===== src/hdl/stb_pkg.sv =====
`timescale 1ns / 1ps
// ----------------------------------------------------------------------------
// Timer bank package
// Shared types and constants for the software timer bank.
// ----------------------------------------------------------------------------
package stb_pkg;

   localparam int SLOTS  = 8;
   localparam int SLOT_W = $clog2(SLOTS);
   localparam int TPM_W  = 10;
   localparam int MS_W   = 16;
   localparam int TICK_W = 32;
   localparam int PROD_W = MS_W + TPM_W;

   localparam logic [2:0] OP_TICK     = 3'd0;
   localparam logic [2:0] OP_REGISTER = 3'd1;
   localparam logic [2:0] OP_REMOVE   = 3'd2;
   localparam logic [2:0] OP_START    = 3'd3;
   localparam logic [2:0] OP_STOP     = 3'd4;
   localparam logic [2:0] OP_QUERY    = 3'd5;

   localparam logic KIND_STATUS = 1'b0;
   localparam logic KIND_EXPIRY = 1'b1;
   localparam logic STATUS_OK   = 1'b0;
   localparam logic STATUS_ERR  = 1'b1;

   typedef struct packed {
      logic [2:0]      opcode;
      logic [2:0]      slot;
      logic            periodic;
      logic            handler_present;
      logic [MS_W-1:0] period_ms;
   } req_type;

   typedef struct packed {
      logic       kind;
      logic [2:0] fired_slot;
      logic       status;
      logic       running;
      logic       last;
   } rsp_type;

   typedef struct packed {
      logic mul_en;
   } arith_ctl_type;

endpackage


===== src/hdl/stb_arith.sv =====
`timescale 1ns / 1ps
// ----------------------------------------------------------------------------
// Timer bank shared arithmetic unit
// One multiplier with a registered product, one adder and one comparator,
// reused by the sequencer for deadline checks and deadline updates.
// ----------------------------------------------------------------------------
module stb_arith (
   input  logic                        clock,
   input  stb_pkg::arith_ctl_type      ctl,
   input  logic [stb_pkg::MS_W-1:0]    mul_a,
   input  logic [stb_pkg::TPM_W-1:0]   mul_b,
   input  logic [stb_pkg::TICK_W-1:0]  base,
   input  logic [stb_pkg::TICK_W-1:0]  now,
   output logic [stb_pkg::TICK_W-1:0]  sum,
   output logic                        due
);
   import stb_pkg::*;

   logic [PROD_W-1:0] prod_ff;
   logic [PROD_W-1:0] prod_in;

   assign prod_in = PROD_W'(mul_a) * PROD_W'(mul_b);

   always_ff @(posedge clock) begin
      if (ctl.mul_en) begin
         prod_ff <= prod_in;
      end
   end

   assign sum = base + TICK_W'(prod_ff);
   assign due = (now >= base);

endmodule


===== src/hdl/soft_timer_bank_unit.sv =====
`timescale 1ns / 1ps
// ----------------------------------------------------------------------------
// Software timer bank
// Eight timer slots driven by tick, register, remove, start, stop and query
// transactions. A tick reports each due slot as an expiry transaction.
//
//   channel  direction  handshake            payload
//   req      in         req_valid/req_stall  req_data (stb_pkg::req_type)
//   rsp      out        rsp_valid/rsp_stall  rsp_data (stb_pkg::rsp_type)
//   csr      in         csr_wr_en            csr_wr_data (ticks per ms)
//
// A tick scans the deadline of every slot through the shared comparator, then
// steps through the slots up to the last due slot (all SLOTS when none is
// due): a one-shot firing goes to the emit step, a periodic firing multiplies,
// adds and emits, and output stall time adds to the whole.
// Other requests execute and emit; a successful start also multiplies and adds.
// Reset is synchronous and clears the flags, the tick count and the sequencer.
// A stalled output holds the sequencer; req_stall is high while busy.
// ----------------------------------------------------------------------------
module soft_timer_bank_unit (
   input  logic                        clock,
   input  logic                        reset,
   input  logic                        req_valid,
   output logic                        req_stall,
   input  stb_pkg::req_type            req_data,
   output logic                        rsp_valid,
   input  logic                        rsp_stall,
   output stb_pkg::rsp_type            rsp_data,
   input  logic                        csr_wr_en,
   input  logic [stb_pkg::TPM_W-1:0]   csr_wr_data
);
   import stb_pkg::*;

   typedef enum logic [6:0] {
      S_IDLE = 7'b0000001,
      S_EXEC = 7'b0000010,
      S_SCAN = 7'b0000100,
      S_FIRE = 7'b0001000,
      S_MUL  = 7'b0010000,
      S_ADD  = 7'b0100000,
      S_EMIT = 7'b1000000
   } state_type;

   state_type         state_ff, state_in;
   req_type           req_ff;
   logic [TPM_W-1:0]  tpm_ff, tpm_in;
   logic [TICK_W-1:0] now_ff, now_in;
   logic [SLOTS-1:0]  registered_ff, registered_in;
   logic [SLOTS-1:0]  enabled_ff, enabled_in;
   logic [SLOTS-1:0]  periodic_ff, periodic_in;
   logic [SLOTS-1:0]  due_ff, due_in;
   logic [SLOT_W-1:0] idx_ff, idx_in;
   logic              status_ff, status_in;
   logic              run_ok_ff, run_ok_in;
   logic              rsp_valid_ff, rsp_valid_in;
   rsp_type           rsp_ff, rsp_in;
   logic [MS_W-1:0]   period_ff [SLOTS];
   logic [TICK_W-1:0] deadline_ff [SLOTS];

   logic              accept;
   logic              is_tick;
   logic              slot_ok;
   logic              can_load;
   logic              tick_last;
   logic [SLOTS-1:0]  above;
   logic              period_we;
   logic              deadline_we;
   logic [SLOT_W-1:0] wr_slot;
   logic [TICK_W-1:0] sum;
   logic              due;
   logic [MS_W-1:0]   mul_a;
   logic [TICK_W-1:0] base;
   arith_ctl_type     arith_ctl;

   assign accept    = (state_ff == S_IDLE) && req_valid;
   assign req_stall = (state_ff != S_IDLE);
   assign rsp_valid = rsp_valid_ff;
   assign rsp_data  = rsp_ff;
   assign is_tick   = (req_ff.opcode == OP_TICK);
   assign slot_ok   = ({1'b0, req_ff.slot} < 4'(SLOTS));
   assign can_load  = !rsp_valid_ff || !rsp_stall;
   assign wr_slot   = is_tick ? idx_ff : req_ff.slot;
   assign mul_a     = is_tick ? period_ff[idx_ff] : req_ff.period_ms;
   assign base      = is_tick ? deadline_ff[idx_ff] : now_ff;

   always_comb begin
      for (int j = 0; j < SLOTS; j++) begin
         above[j] = due_ff[j] && (SLOT_W'(j) > idx_ff);
      end
   end
   assign tick_last = ~|above;

   stb_arith u_arith (
      .clock (clock),
      .ctl   (arith_ctl),
      .mul_a (mul_a),
      .mul_b (tpm_ff),
      .base  (base),
      .now   (now_ff),
      .sum   (sum),
      .due   (due)
   );

   always_comb begin
      state_in         = state_ff;
      tpm_in           = csr_wr_en ? csr_wr_data : tpm_ff;
      now_in           = now_ff;
      registered_in    = registered_ff;
      enabled_in       = enabled_ff;
      periodic_in      = periodic_ff;
      due_in           = due_ff;
      idx_in           = idx_ff;
      status_in        = status_ff;
      run_ok_in        = run_ok_ff;
      rsp_in           = rsp_ff;
      rsp_valid_in     = rsp_valid_ff && rsp_stall;
      period_we        = 1'b0;
      deadline_we      = 1'b0;
      arith_ctl.mul_en = 1'b0;

      case (state_ff)
         S_IDLE: begin
            if (accept) begin
               idx_in = '0;
               if (req_data.opcode == OP_TICK) begin
                  now_in   = now_ff + 1'b1;
                  state_in = S_SCAN;
               end else begin
                  state_in = S_EXEC;
               end
            end
         end
         S_EXEC: begin
            status_in = STATUS_OK;
            run_ok_in = slot_ok && (req_ff.opcode inside {[OP_REGISTER:OP_QUERY]});
            state_in  = S_EMIT;
            if (!slot_ok) begin
               status_in = STATUS_ERR;
            end else begin
               case (req_ff.opcode)
                  OP_REGISTER: begin
                     if (!req_ff.handler_present) begin
                        status_in = STATUS_ERR;
                     end else if (!registered_ff[req_ff.slot]) begin
                        registered_in[req_ff.slot] = 1'b1;
                        periodic_in[req_ff.slot]   = req_ff.periodic;
                        enabled_in[req_ff.slot]    = 1'b0;
                     end
                  end
                  OP_REMOVE: begin
                     if (!registered_ff[req_ff.slot]) begin
                        status_in = STATUS_ERR;
                     end else begin
                        registered_in[req_ff.slot] = 1'b0;
                        enabled_in[req_ff.slot]    = 1'b0;
                     end
                  end
                  OP_START: begin
                     if (req_ff.period_ms == '0 || !registered_ff[req_ff.slot]) begin
                        status_in = STATUS_ERR;
                     end else begin
                        period_we                  = 1'b1;
                        enabled_in[req_ff.slot]    = 1'b1;
                        state_in                   = S_MUL;
                     end
                  end
                  OP_STOP: begin
                     if (!registered_ff[req_ff.slot]) begin
                        status_in = STATUS_ERR;
                     end else begin
                        enabled_in[req_ff.slot] = 1'b0;
                     end
                  end
                  OP_QUERY: begin
                     status_in = STATUS_OK;
                  end
                  default: begin
                     status_in = STATUS_ERR;
                  end
               endcase
            end
         end
         S_SCAN: begin
            due_in[idx_ff] = registered_ff[idx_ff] && enabled_ff[idx_ff] && due;
            if (idx_ff == SLOT_W'(SLOTS - 1)) begin
               idx_in   = '0;
               state_in = S_FIRE;
            end else begin
               idx_in = idx_ff + 1'b1;
            end
         end
         S_FIRE: begin
            if (due_ff[idx_ff]) begin
               if (periodic_ff[idx_ff]) begin
                  state_in = S_MUL;
               end else begin
                  enabled_in[idx_ff] = 1'b0;
                  state_in           = S_EMIT;
               end
            end else if (idx_ff == SLOT_W'(SLOTS - 1)) begin
               state_in = S_IDLE;
            end else begin
               idx_in = idx_ff + 1'b1;
            end
         end
         S_MUL: begin
            arith_ctl.mul_en = 1'b1;
            state_in         = S_ADD;
         end
         S_ADD: begin
            deadline_we = 1'b1;
            state_in    = S_EMIT;
         end
         S_EMIT: begin
            if (can_load) begin
               rsp_valid_in = 1'b1;
               if (is_tick) begin
                  rsp_in.kind       = KIND_EXPIRY;
                  rsp_in.fired_slot = 3'(idx_ff);
                  rsp_in.status     = STATUS_OK;
                  rsp_in.running    = enabled_ff[idx_ff];
                  rsp_in.last       = tick_last;
                  if (tick_last) begin
                     state_in = S_IDLE;
                  end else begin
                     idx_in   = idx_ff + 1'b1;
                     state_in = S_FIRE;
                  end
               end else begin
                  rsp_in.kind       = KIND_STATUS;
                  rsp_in.fired_slot = '0;
                  rsp_in.status     = status_ff;
                  rsp_in.running    = run_ok_ff && registered_ff[req_ff.slot]
                                      && enabled_ff[req_ff.slot];
                  rsp_in.last       = 1'b1;
                  state_in          = S_IDLE;
               end
            end
         end
         default: begin
            state_in = S_IDLE;
         end
      endcase
   end

   always_ff @(posedge clock) begin
      if (reset) begin
         state_ff      <= S_IDLE;
         tpm_ff        <= TPM_W'(1);
         now_ff        <= '0;
         registered_ff <= '0;
         enabled_ff    <= '0;
         periodic_ff   <= '0;
         rsp_valid_ff  <= 1'b0;
      end else begin
         state_ff      <= state_in;
         tpm_ff        <= tpm_in;
         now_ff        <= now_in;
         registered_ff <= registered_in;
         enabled_ff    <= enabled_in;
         periodic_ff   <= periodic_in;
         rsp_valid_ff  <= rsp_valid_in;
      end
   end

   always_ff @(posedge clock) begin
      if (accept) begin
         req_ff <= req_data;
      end
      due_ff    <= due_in;
      idx_ff    <= idx_in;
      status_ff <= status_in;
      run_ok_ff <= run_ok_in;
      rsp_ff    <= rsp_in;
      if (period_we) begin
         period_ff[wr_slot] <= req_ff.period_ms;
      end
      if (deadline_we) begin
         deadline_ff[wr_slot] <= sum;
      end
   end

   a_enabled_needs_registered: assert property (@(posedge clock) disable iff (reset)
      (enabled_ff & ~registered_ff) == '0)
      else $error("A slot is enabled without being registered.");

   a_status_is_last: assert property (@(posedge clock) disable iff (reset)
      rsp_valid_ff && (rsp_ff.kind == KIND_STATUS) |-> rsp_ff.last)
      else $error("A status transaction is not marked last.");

   a_expiry_running_periodic: assert property (@(posedge clock) disable iff (reset)
      rsp_valid_ff && (rsp_ff.kind == KIND_EXPIRY) && rsp_ff.running
      |-> periodic_ff[rsp_ff.fired_slot])
      else $error("A one-shot slot is still running after it fired.");

   a_now_only_on_tick: assert property (@(posedge clock) disable iff (reset)
      accept && (req_data.opcode != OP_TICK) |=> $stable(now_ff))
      else $error("The tick count moved on a transaction that is not a tick.");

endmodule


===== config.mk =====
export PLATFORM = sky130hd
export DESIGN_NAME = soft_timer_bank_unit
export DESIGN_NICKNAME = d
export VERILOG_FILES = /design/src/hdl/stb_pkg.sv /design/src/hdl/stb_arith.sv /design/src/hdl/soft_timer_bank_unit.sv
export SDC_FILE = /design/constraint.sdc
export NUM_CORES = 1
export LEC_CHECK = 0
export BUFFER_PORTS_ARGS = -buffer_cell sky130_fd_sc_hd__buf_2
export CAP_MARGIN = 20
export CORE_ASPECT_RATIO = 1.5
export CORE_MARGIN = 1
export CORE_UTILIZATION = 42
export DETAILED_ROUTE_END_ITERATION = 6
export GPL_ROUTABILITY_DRIVEN = 0
export MAX_ROUTING_LAYER = met4
export PLACE_DENSITY = 0.57
export RECOVER_POWER = 50
export SLEW_MARGIN = 20
export SYNTH_ARGS = -nofsm -noshare
export SYNTH_HDL_FRONTEND = slang
export SYNTH_SLANG_ARGS = --single-unit

===== constraint.sdc =====
create_clock -name clock -period 18.7 [get_ports clock]
set_input_delay 1.87 -clock clock [delete_from_list [all_inputs] [get_ports clock]]
set_output_delay 1.87 -clock clock [all_outputs]
set_load 0.01 [all_outputs]

== Word level (Yosys, flattened, before mapping) ==
Memories as Yosys holds them, arrays and structs flattened. A register that Yosys moved wholly into a read port is not among the register bits.
Index checks and enable logic that the tools add are counted.
Operators by class
  reduce and logical (&&, ||, !) cells: 38
  mux-type cells: 71
  bitwise operators: 8
  $add $sub $neg: 3
  $mul: 1
  equality and inequality tests: 32
  order comparisons: 15
Operator list (count)
  $mux 8: 9
  $mux 7: 10
  $pmux 7 s7: 1
  $mux 3: 11
  $add 32x1->32 const B: 1
  $add 32x26->32: 1
  $ge 32x32->1: 1
  $mux 32: 1
  $pmux 8 s2: 2
  $mul 16x10->26: 1
  $and 8x8->8: 3
  $ne 2x2->1 const B: 12
  $pmux 8 s3: 1
  $mux 1: 22
  $bmux 1 s3: 6
  $logic_and 1x1->1: 17
  $bwmux 8: 2
  $logic_not 16->1: 1
  $mux 16: 1
  $not 8->8: 2
  $or 8x8->8: 2
  $ne 3x3->1 const B: 5
  $gt 3x3->1 const A: 4
  $pmux 3 s4: 1
  35 further kinds: 51
Word-level totals
  memory bits (writable): 384
  bits in registers: 144
  memories: 2
Memory list
  deadline_ff: depth 8, width 32, read ports 1, clocked after Yosys merged registers in 1, wr ports 1, line soft_timer_bank_unit.sv:58  | logic [TICK_W-1:0] deadline_ff [SLOTS];
  period_ff: depth 8, width 16, read ports 1, clocked after Yosys merged registers in 1, wr ports 1, line soft_timer_bank_unit.sv:57  | logic [MS_W-1:0] period_ff [SLOTS];

== Logic depth before layout (Yosys ltp) ==
Gate-level depths: netlist (run 1).
  depth after elaboration: 10
  mapped depth: 26
  gate-level depth less buffers: 24

== Modules after synthesis ==
Synthesis (run 1) repeated with hierarchy kept, for this count alone.
Second synthesis, totals
  cell total of the unflattened synthesis: 2194
  area total of the unflattened synthesis: 28748.8 µm²
Modules (own cells, without submodules)
  soft_timer_bank_unit: times used 1, cells an instance 1265, area an instance 20641.0 µm²
  stb_arith: times used 1, cells an instance 929, area an instance 8107.8 µm²

== Worst setup path before layout (run 1) ==
OpenSTA, ideal clock, no wires.
  path type: register -> register
  start: reg with a tool-made name
  end: reg u_arith.prod_ff[23], data pin
  path slack: 11.522 ns
  arrival time: 6.917 ns
  stages on the path, launching flop included: 26
  clock period less this slack: 7.178 ns
  cell sequence: dfxtp_1 buf_2 buf_2 buf_2 mux4_2 mux2i_1 nor2_1 a21oi_1 nor2b_1 fa_1 fa_1 inv_1 fa_1 inv_1 fa_1 inv_1 fa_1 inv_1 ha_1 a21oi_1 o21ai_0 a221o_1 a221o_1 o311ai_0 mux2i_1 nand2_1
RTL lines
  end signal, assigned: line stb_arith.sv:26  | prod_ff <= prod_in;
  end, declared: line stb_arith.sv:19  | logic [PROD_W-1:0] prod_ff;

== Final worst setup path (run 1) ==
  start: reg req_ff[23] in the netlist's numbering
  end: reg u_arith.prod_ff[23], data pin
On the way
  longest elaborated chain between the ends: 3
Ends and longest elaborated chain
  start, declared: line soft_timer_bank_unit.sv:45  | req_type req_ff;
  start signal, assigned: line soft_timer_bank_unit.sv:268  | req_ff <= req_data;
  $logic_not 3->1: line soft_timer_bank_unit.sv:79  | assign is_tick = (req_ff.opcode == OP_TICK);
  $mux 16: line soft_timer_bank_unit.sv:83  | assign mul_a = is_tick ? period_ff[idx_ff] : req_ff.period_ms;
  $mul 16x10->26: line stb_arith.sv:22  | assign prod_in = PROD_W'(mul_a) * PROD_W'(mul_b);
  via u_arith.prod_in[23]: line stb_arith.sv:20  | logic [PROD_W-1:0] prod_in;
The timed path passes the listed nets, and every way through them passes these cells.
A chain may end at the register's enable or synchronous reset.

==> results.txt, run 1 <==
Mapped Nets: 2441
Max Root-Sink Buffers: 3
Slew HR: -131%
Slew Viols, Final: 286
Die Wd: 215 microns
Netlist cell types: 74
Synth top area share: 47.7%
Synth area leaders: edfxtp_1 (48%), mux4_2 (8.0%), fa_1 (7.8%)
Worst Hold Class: flop to flop
Global-route wire length before repair: 105000 microns
Setup TNS: 0 ns
Critical Path Fanout Max: 68
Leakage Power: 11.9 nW
Leading cell type in the layout, fill and taps excluded: edfxtp_1
1st-iter DRT viols: 1045
Antenna Cells: 0
Largest net degree at the start of global routing: 69
Worst skew pair latency: 0.62 ns
GRT Overall Usage: 20.3%
Maximum VDD drop: 0.0911 mV
Final net count: 2499
Slew @ Worst Pin: 3.47 ns
Drt pass-1 iters: 7
Post-CTS resize count: 0
Routed wire per std cell: 21.2 microns
Cell Count, Final, Fillers Out: 3152
Total gr overflow: 0
Port Buffers: 47
# IOs: 48
Failing checks: max-capacitance violations, max-slew violations
FF+latch count, synth: 531
Vias in the first global route: 18.5k
Post-DR vias/cell: 5.57
Status: finished with violations
CTS tree: built
Initial Util: 42.7%
Final WS setup: 7.72 ns
Die height: 322 microns
Startpoint type of the worst setup path: flop
Hold_buf cts: 0
WS Path Type: flop to flop
Worst hold slack: 0.497 ns
FP Rows: 116
Cell Area, Synth: 28600 sq um
Async S/R FF share, synth: 0%
Pwr Density: 112 nW/um^2
Register area share after synthesis: 53.1%
Max frequency: 0.0911 GHz
Skew final: 0.0234 ns
Vias: 17.6k
TritonCTS Sinks: 531
Primary FF master, synth: edfxtp_1
Max cap viols: 7
Core footprint: 67100 sq um
Layout cells sized above 1: 12.1%
Ys Warns: 0
Leading area contributor after synthesis: edfxtp_1
Final setup vio count: 0
Inst Count DP: 3059
Antenna violations before repair: 0
Critical path arrival: 11.33 ns
Tcrit/Tclk final: 58.7%
Tmin final: 10.98 ns
Antenna viol nets, final: 0
Most frequent cells in the layout: edfxtp_1 (454), inv_1 (172), nor2_1 (167)
Place WS: 10.19 ns
DPL Wire Length: 46000 microns
Synth-to-layout area growth: 10.4%
CTS H-tree lvls: 2
Critical path capture point type: flop
Critical path data required time: 19.05 ns
Final hold vios: 0
Filler Cell Count: 5985
DIE AREA: 69200 sq um
Reg clk slew, reported paths: 0.06 ns
# DRC: 0
Setup bufs post-CTS: 0
Root Driver: clkbuf_16
Syn Area/Cell: 13.2 sq um
Routed WL: 66900 microns
Synthesized instance count: 2168
Number of synthesized flops with an enable pin: 454
RSZ-0062 raised after global routing: false
Cts bufs inserted: 50
[critical path, cell delays in order (launching register included)]
cell      delay [ns]
edfxtp_1        0.54
inv_1           0.10
nand3_1         0.08
clkbuf_1        1.35
inv_1           0.81
clkbuf_1        1.35
a21oi_1         1.18
nand2_1         0.18
fa_1            0.57
inv_1           0.05
fa_1            0.50
inv_1           0.05
fa_1            0.48
inv_1           0.05
fa_1            0.52
inv_1           0.06
fa_1            0.53
inv_1           0.04
ha_1            0.37
a21oi_1         0.17
o21ai_0         0.10
a221o_1         0.42
a221o_1         0.41
o311ai_0        0.46
mux2i_1         0.23
nand2_1         0.06
[area by class of cell]
class                      instances  area (sq um)  area share, %
sequential                       531         15200           48.1
multi-input combinational       1387         12500           39.6
clock buffer                      54          1270           4.01
tap                              885          1110           3.51
inverter                         172           646           2.04
clock inverter                    39           439           1.39
timing repair buffer              84           434           1.37
[registers in the layout, summed over array words and instances (netlist names), named ones only]
register / flops
u_arith.prod_ff: 26
periodic_ff: 8
tpm_ff: 10
due_ff: 8
idx_ff: 3
run_ok_ff: 1
status_ff: 1
req_ff: 24
rsp_data: 7
state_ff: 7
rsp_valid: 1
now_ff: 32
deadline_ff: 256
period_ff: 128
[path summary, 6_finish.rpt]
path	from	endpoint	slack (ns)	depth (start not counted)
worst max-delay path	req_ff[23]	u_arith.prod_ff[23]	7.72	25
worst min-delay path	periodic_ff[7]	periodic_ff[7]	0.50	2
worst max register to register	req_ff[23]	u_arith.prod_ff[23]	7.72	25
worst min register to register	periodic_ff[7]	periodic_ff[7]	0.50	2
[cell usage after synthesis, drive strengths merged, types with 6 or more instances]
library cell / count
a211oi: 19
a21o: 51
a21oi: 100
a31o: 9
a31oi: 11
and2: 32
and3: 23
and4: 9
buf: 28
clkbuf: 50
dfxtp: 77
edfxtp: 454
fa: 111
ha: 123
inv: 172
mux2: 6
mux2i: 73
mux4: 102
nand2: 132
nand2b: 39
nand3: 30
nand4: 18
nor2: 171
nor2b: 65
nor3: 25
nor4: 9
o211ai: 7
o21a: 11
o21ai: 56
or3: 9
xnor2: 36
xor2: 33
[kinds of logic (layout without fill, tap and decap cells)]
family | after synthesis | count (layout) | share of synthesized area (%)
AO/OA/AOI/OAI | 319 | 319 | 7.27
XOR/XNOR | 69 | 69 | 2.11
buffers and inverters | 250 | 349 | 3.36
multiplexers | 181 | 181 | 10.8
flip-flops | 531 | 531 | 53.1
AND/OR/NAND/NOR | 584 | 584 | 10.2
adder cells (fa/ha/maj) | 234 | 234 | 13.1
[per-layer routing]
| layer | global-route usage (%) | part of all wire (%) | vias to the layer above |
|---|---|---|---|
| met2 | 37.2 | 53 | 363 |
| met1 | 22.9 | 40 | 9006 |
| met5 | - | 0 | - |
| met4 | 7.11 | 3.3 | 0 |
| met3 | 2.10 | 3.3 | 114 |
| li1 | - | - | 8081 |
[per-stage QoR]
step | area (sq um) | power [W] | util, %
after detailed placement | 30000 | 0.00250 | 44.7
after global placement | 30000 | 0.00248 | 44.7
after floorplan | 28600 | 0.00223 | -
final | 31600 | 0.00352 | 47.1
after global routing | 31600 | 0.00372 | 47.1
after CTS | 31700 | 0.00357 | 47.3
[power breakdown]
part	switching [W]	internal, W
Clock	0.000462	0.000596
Sequential	0.0000773	0.00137
Combinational	0.000577	0.000447
Total	0.00112	0.00241
Note: power is estimated with default switching activity, not from simulation.
==> run 2, diff against run 1 <==
--- a/config.mk
+++ b/config.mk
@@ -13,7 +13,7 @@
 export DETAILED_ROUTE_END_ITERATION = 6
 export GPL_ROUTABILITY_DRIVEN = 0
 export MAX_ROUTING_LAYER = met4
-export PLACE_DENSITY = 0.57
+export PLACE_DENSITY = 0.59
 export RECOVER_POWER = 50
 export SLEW_MARGIN = 20
 export SYNTH_ARGS = -nofsm -noshare
==> constraint.sdc (replaced) <==
create_clock -name clock -period 9.55 [get_ports clock]
set_input_delay 0.955 -clock clock [delete_from_list [all_inputs] [get_ports clock]]
set_output_delay 0.955 -clock clock [all_outputs]
set_load 0.01 [all_outputs]
==> results.txt, run 2 (synthesized netlist as in run 1, its figures left out) <==
Biggest register: deadline_ff
RSZ-0062 raised after global routing: false
Critical path arrival: 8.66 ns
Vias: 17.4k
Final WS setup: 1.23 ns
FP Rows: 116
Vias in the first global route: 18.4k
DPL Wire Length: 45400 microns
Slew HR: -133%
Biggest regs: deadline_ff x256, period_ff x128, now_ff x32
Status: finished with violations
Final hold vios: 0
Routed WL: 66000 microns
Startpoint type of the worst setup path: flop
Setup TNS: 0 ns
Leakage Power: 11.9 nW
DIE AREA: 69200 sq um
CTS H-tree lvls: 2
Reg clk slew, reported paths: 0.06 ns
Clock Power Share: 29.4%
Internal: 0.00469 W
Setup bufs post-CTS: 0
Psw: 0.00216 W
Leading cell type in the layout, fill and taps excluded: edfxtp_1
Slew @ Worst Pin: 3.49 ns
CTS tree: built
Largest net degree at the start of global routing: 66
Switching part of the total: 31.6%
Reg2Reg Capture Point: u_arith.prod_ff[23]
Synth-to-layout area growth: 10.3%
GRT Overall Usage: 20.0%
Max cap viols: 5
TritonCTS Sinks: 531
Slew Viols, Final: 184
Antenna violations before repair: 0
Post-DR vias/cell: 5.52
Critical path capture point type: flop
R2R cell count: 24
Post-CTS resize count: 0
Combinational power share: 29.5%
Max Root-Sink Buffers: 3
Port Buffers: 47
R2r setup slk: 1.23 ns
Worst skew pair latency: 0.62 ns
Seq pwr share: 41.1%
# DRC: 0
Critical Path Fanout Max: 35
Maximum VDD drop: 0.184 mV
Final net count: 2499
Place WS: 1.81 ns
Total gr overflow: 0
1st-iter DRT viols: 1056
Max frequency: 0.120 GHz
Antenna viol nets, final: 0
Core footprint: 67100 sq um
Hold_buf cts: 0
Root Driver: clkbuf_16
Global-route wire length before repair: 103000 microns
Initial Util: 42.7%
Max reg flops: 256
WS Path Type: flop to flop
Die height: 322 microns
Pwr Density: 217 nW/um^2
Layout cells sized above 1: 11.8%
Crit path capture: u_arith.prod_ff[23]
Skew final: 0.0238 ns
Final setup vio count: 0
Worst Hold Class: flop to flop
Critical path data required time: 9.89 ns
Tmin final: 8.32 ns
Most frequent cells in the layout: edfxtp_1 (454), inv_1 (172), nor2_1 (164)
Drt pass-1 iters: 7
Die Wd: 215 microns
Failing checks: max-capacitance violations, max-slew violations
# IOs: 48
Cts bufs inserted: 49
Routed wire per std cell: 20.9 microns
Tcrit/Tclk final: 87.1%
-- run 2: changes by cell type in the layout (fill, tap and decap cells not counted), sizes merged --
cell      previous run  this run
buf                 55        61
bufinv               7         6
clkbuf              83        86
clkinv              20        18
clkinvlp             5         2
diode                0         1
inv                179       176
-- run 2: worst min-delay path by stage --
stage          cells after the start             end      startpoint
2_1_floorplan                      2  periodic_ff[2]  periodic_ff[2]
6_report                           2  periodic_ff[5]  periodic_ff[5]
4_1_cts                            1      req_ff[11]    req_data[11]
3_3_place_gp                       2  periodic_ff[5]  periodic_ff[5]
5_1_grt                            1      req_ff[11]    req_data[11]
3_5_place_dp                       2  periodic_ff[7]  periodic_ff[7]
-- run 2: final cells by class --
type | count | area, sq um
multi-input cells | 1387 | 12500
clock inverters | 30 | 367
clock buffers | 62 | 1290
well taps | 885 | 1110
inverters | 172 | 646
repair buffers | 85 | 470
flip-flops and latches | 531 | 15200
diodes | 1 | 2.50
fillers | 5991 | 35500
-- run 2: power groups by stage --
stage / Combinational [W] / Sequential [W] / Clock (W)
floorplan: 0.00162 / 0.00275 / 0
global placement: 0.00200 / 0.00286 / 0
detailed placement: 0.00204 / 0.00287 / 0
CTS: 0.00205 / 0.00282 / 0.00206
global route: 0.00227 / 0.00283 / 0.00214
finish: 0.00202 / 0.00281 / 0.00202
-- run 2: metrics by stage --
step	hold WS, ns	utilization, %	power, W	instance area (sq um)	std cells
finish	0.497	47.1	0.00685	31600	3153
global route	0.482	47.1	0.00723	31600	3152
CTS	0.474	47.2	0.00693	31700	3152
detailed placement	0.488	44.7	0.00491	30000	3060
global placement	0.478	44.7	0.00487	30000	3060
floorplan	0.463	-	0.00437	28600	2168
-- run 2: critical path, cell delays in order (launching register included) --
cell      delay (ns)
dfxtp_1         1.23
buf_4           0.69
mux4_2          0.34
mux2i_1         0.21
a21oi_1         0.23
buf_4           0.18
nand2_1         0.08
fa_1            0.57
inv_1           0.05
fa_1            0.50
inv_1           0.05
fa_1            0.47
inv_1           0.05
fa_1            0.52
inv_1           0.05
fa_1            0.52
inv_1           0.04
ha_1            0.38
a21oi_1         0.19
o21ai_0         0.10
a221o_1         0.41
a221o_1         0.40
o311ai_0        0.44
mux2i_1         0.23
nand2_1         0.07
-- run 2: layer usage --
| layer | routed length [microns] | vias to the layer above | track usage (%) | part of all wire (%) |
|---|---|---|---|---|
| li1 | - | 8087 | - | - |
| met1 | 26100 | 8918 | 22.5 | 40 |
| met2 | 35800 | 313 | 36.6 | 54 |
| met3 | 1980 | 96 | 2.25 | 3.0 |
| met4 | 2070 | 0 | 7.00 | 3.1 |
| met5 | 0 | - | - | 0 |
==> run 3, diff against run 2 <==
--- a/config.mk
+++ b/config.mk
@@ -10,11 +10,13 @@
 export CORE_ASPECT_RATIO = 1.5
 export CORE_MARGIN = 1
 export CORE_UTILIZATION = 42
+export CTS_BUF_LIST = sky130_fd_sc_hd__clkbuf_2 sky130_fd_sc_hd__clkbuf_4 sky130_fd_sc_hd__clkbuf_8
 export DETAILED_ROUTE_END_ITERATION = 6
 export GPL_ROUTABILITY_DRIVEN = 0
 export MAX_ROUTING_LAYER = met4
 export PLACE_DENSITY = 0.59
 export RECOVER_POWER = 50
+export SETUP_SLACK_MARGIN = 0.02
 export SLEW_MARGIN = 20
 export SYNTH_ARGS = -nofsm -noshare
 export SYNTH_HDL_FRONTEND = slang
==> results.txt, run 3 (synthesized netlist as in run 1, its figures left out) <==
Cts bufs inserted: 80
Synth-to-layout area growth: 10.6%
Skew final: 0.0369 ns
Filler Cell Count: 6036
Placed inst area: 30000 sq um
Combinational power share: 29.7%
Leakage Power: 12.0 nW
Max Root-Sink Buffers: 3
Place WS: 1.81 ns
Hold_buf cts: 0
Cell depth of the worst min-delay path: 1
GRT Overall Usage: 20.2%
Slew @ Worst Pin: 3.46 ns
Psw: 0.00220 W
Switching part of the total: 32.1%
Worst path cell trace: buf_4, mux4_2, mux2i_1, a21oi_1, buf_4, nand2_1, fa_1, inv_1, fa_1, inv_1, fa_1, inv_1, fa_1, inv_1, fa_1, inv_1, ha_1, a21oi_1, o21ai_0, a221o_1, a221o_1, o311ai_0, mux2i_1, nand2_1
DIE AREA: 69200 sq um
Worst path top cell family by delay: adder cells
CTS H-tree lvls: 3
Critical path capture point type: flop
Critical path arrival: 8.71 ns
Finished Cell Area: 31600 sq um
Routed wire per std cell: 20.7 microns
Leading cell type in the layout, fill and taps excluded: edfxtp_1
Total gr overflow: 0
Post-CTS resize count: 0
Vias: 17.5k
Biggest register: deadline_ff
Pwr Density: 216 nW/um^2
Die Wd: 215 microns
Worst skew pair latency: 0.68 ns
Startpoint type of the worst setup path: flop
Post-DR vias/cell: 5.46
Antenna violations before repair: 1
CP max-delay cell: dfxtp_1
Port Buffers: 47
Final net count: 2530
Layout cells sized above 1: 14.2%
CP bufs+invs: 7
Max reg flops: 256
Largest net degree at the start of global routing: 66
R2r setup slk: 1.23 ns
Final setup vio count: 0
# IOs: 48
Max cap viols: 5
Total power: 0.00683 W
Setup TNS: 0 ns
Failing checks: max-capacitance violations, max-slew violations
Tcrit/Tclk final: 87.1%
Reg clk slew, reported paths: 0.07 ns
Clock Power Share: 29.1%
Most frequent cells in the layout: edfxtp_1 (454), inv_1 (172), nor2_1 (164)
Final hold vios: 0
Vias in the first global route: 18.6k
Fin util: 47.2%
Initial Util: 42.7%
Seq pwr share: 41.2%
Critical Path Fanout Max: 35
Antenna viol nets, final: 0
# DRC: 0
Tmin final: 8.32 ns
Worst path depth: 24
Max stage delay on crit path: 1.23 ns
Worst Hold Class: input port to flop
Biggest regs: deadline_ff x256, period_ff x128, now_ff x32
TritonCTS Sinks: 531
Final WS setup: 1.23 ns
Maximum VDD drop: 0.185 mV
CTS tree: built
Core footprint: 67100 sq um
Internal: 0.00463 W
FP Rows: 116
Slew HR: -131%
RSZ-0062 raised after global routing: false
Setup bufs post-CTS: 0
Die height: 322 microns
1st-iter DRT viols: 986
Critical path data required time: 9.94 ns
WS Path Type: flop to flop
Routed WL: 66400 microns
Max frequency: 0.120 GHz
DPL Wire Length: 45400 microns
Global-route wire length before repair: 104000 microns
Drt pass-1 iters: 7
Status: finished with violations
Slew Viols, Final: 184
R2R cell count: 24
Root Driver: clkbuf_8
==> run 3: cell count changes in the layout (fill, tap and decap cells not counted), moves of 2 or more <==
cell        previous run  this run
clkinv_4               2         0
clkinvlp_4             2         5
clkinv_2               7        13
clkbuf_8               2        87
clkbuf_16             49         0
clkbuf_4               0        23
clkinv_1               7        12
clkbuf_1              35        24
==> run 3: power by group through the flow <==
stage                     combinational [W]  clock, W  sequential [W]
final                               0.00203   0.00199         0.00281
after global routing                0.00227   0.00213         0.00283
after CTS                           0.00205   0.00204         0.00282
after detailed placement            0.00204         0         0.00287
after global placement              0.00200         0         0.00286
after floorplan                     0.00162         0         0.00275
==> run 3: metrics by stage <==
step | std cells | hold slack (ns)
after floorplan | 2168 | 0.463
after global placement | 3060 | 0.478
after detailed placement | 3060 | 0.488
after CTS | 3210 | 0.389
after global routing | 3211 | 0.398
final | 3211 | 0.451
==> run 3: worst paths after layout <==
path,start,endpoint
worst max-delay path,flop,u_arith.prod_ff[23]
worst min-delay path,req_data[10],req_ff[10]
worst max register to register,flop,u_arith.prod_ff[23]
worst min register to register,periodic_ff[5],periodic_ff[5]
==> run 3: routing by layer <==
metal	vias up	part of all wire, %	track usage, %
li1	8161	-	-
met1	8942	40	22.3
met2	324	54	36.5
met3	117	3.1	2.56
met4	0	3.6	8.81
met5	-	0	-
==> run 3: final cells by class <==
| class | instances | area [sq um] | area share, % |
|---|---|---|---|
| repair buffers | 85 | 470 | 1.49 |
| diodes | 1 | 2.50 | 0.00791 |
| flip-flops and latches | 531 | 15200 | 48.0 |
| well taps | 885 | 1110 | 3.50 |
| inverters | 172 | 646 | 2.04 |
| clock buffers | 110 | 1370 | 4.33 |
| multi-input cells | 1387 | 12500 | 39.5 |
| clock inverters | 40 | 364 | 1.15 |
==> run 3: worst reg2reg max path: cells and delay by family, from the launching register on <==
family / cells / cell delay [ns]
and+or+nand+nor: 2 / 0.15
muxes: 3 / 0.79
buffers and inverters: 7 / 1.12
adders and majority gates: 6 / 2.96
AOI/OAI and AO/OA: 6 / 1.78
DFF: 1 / 1.23
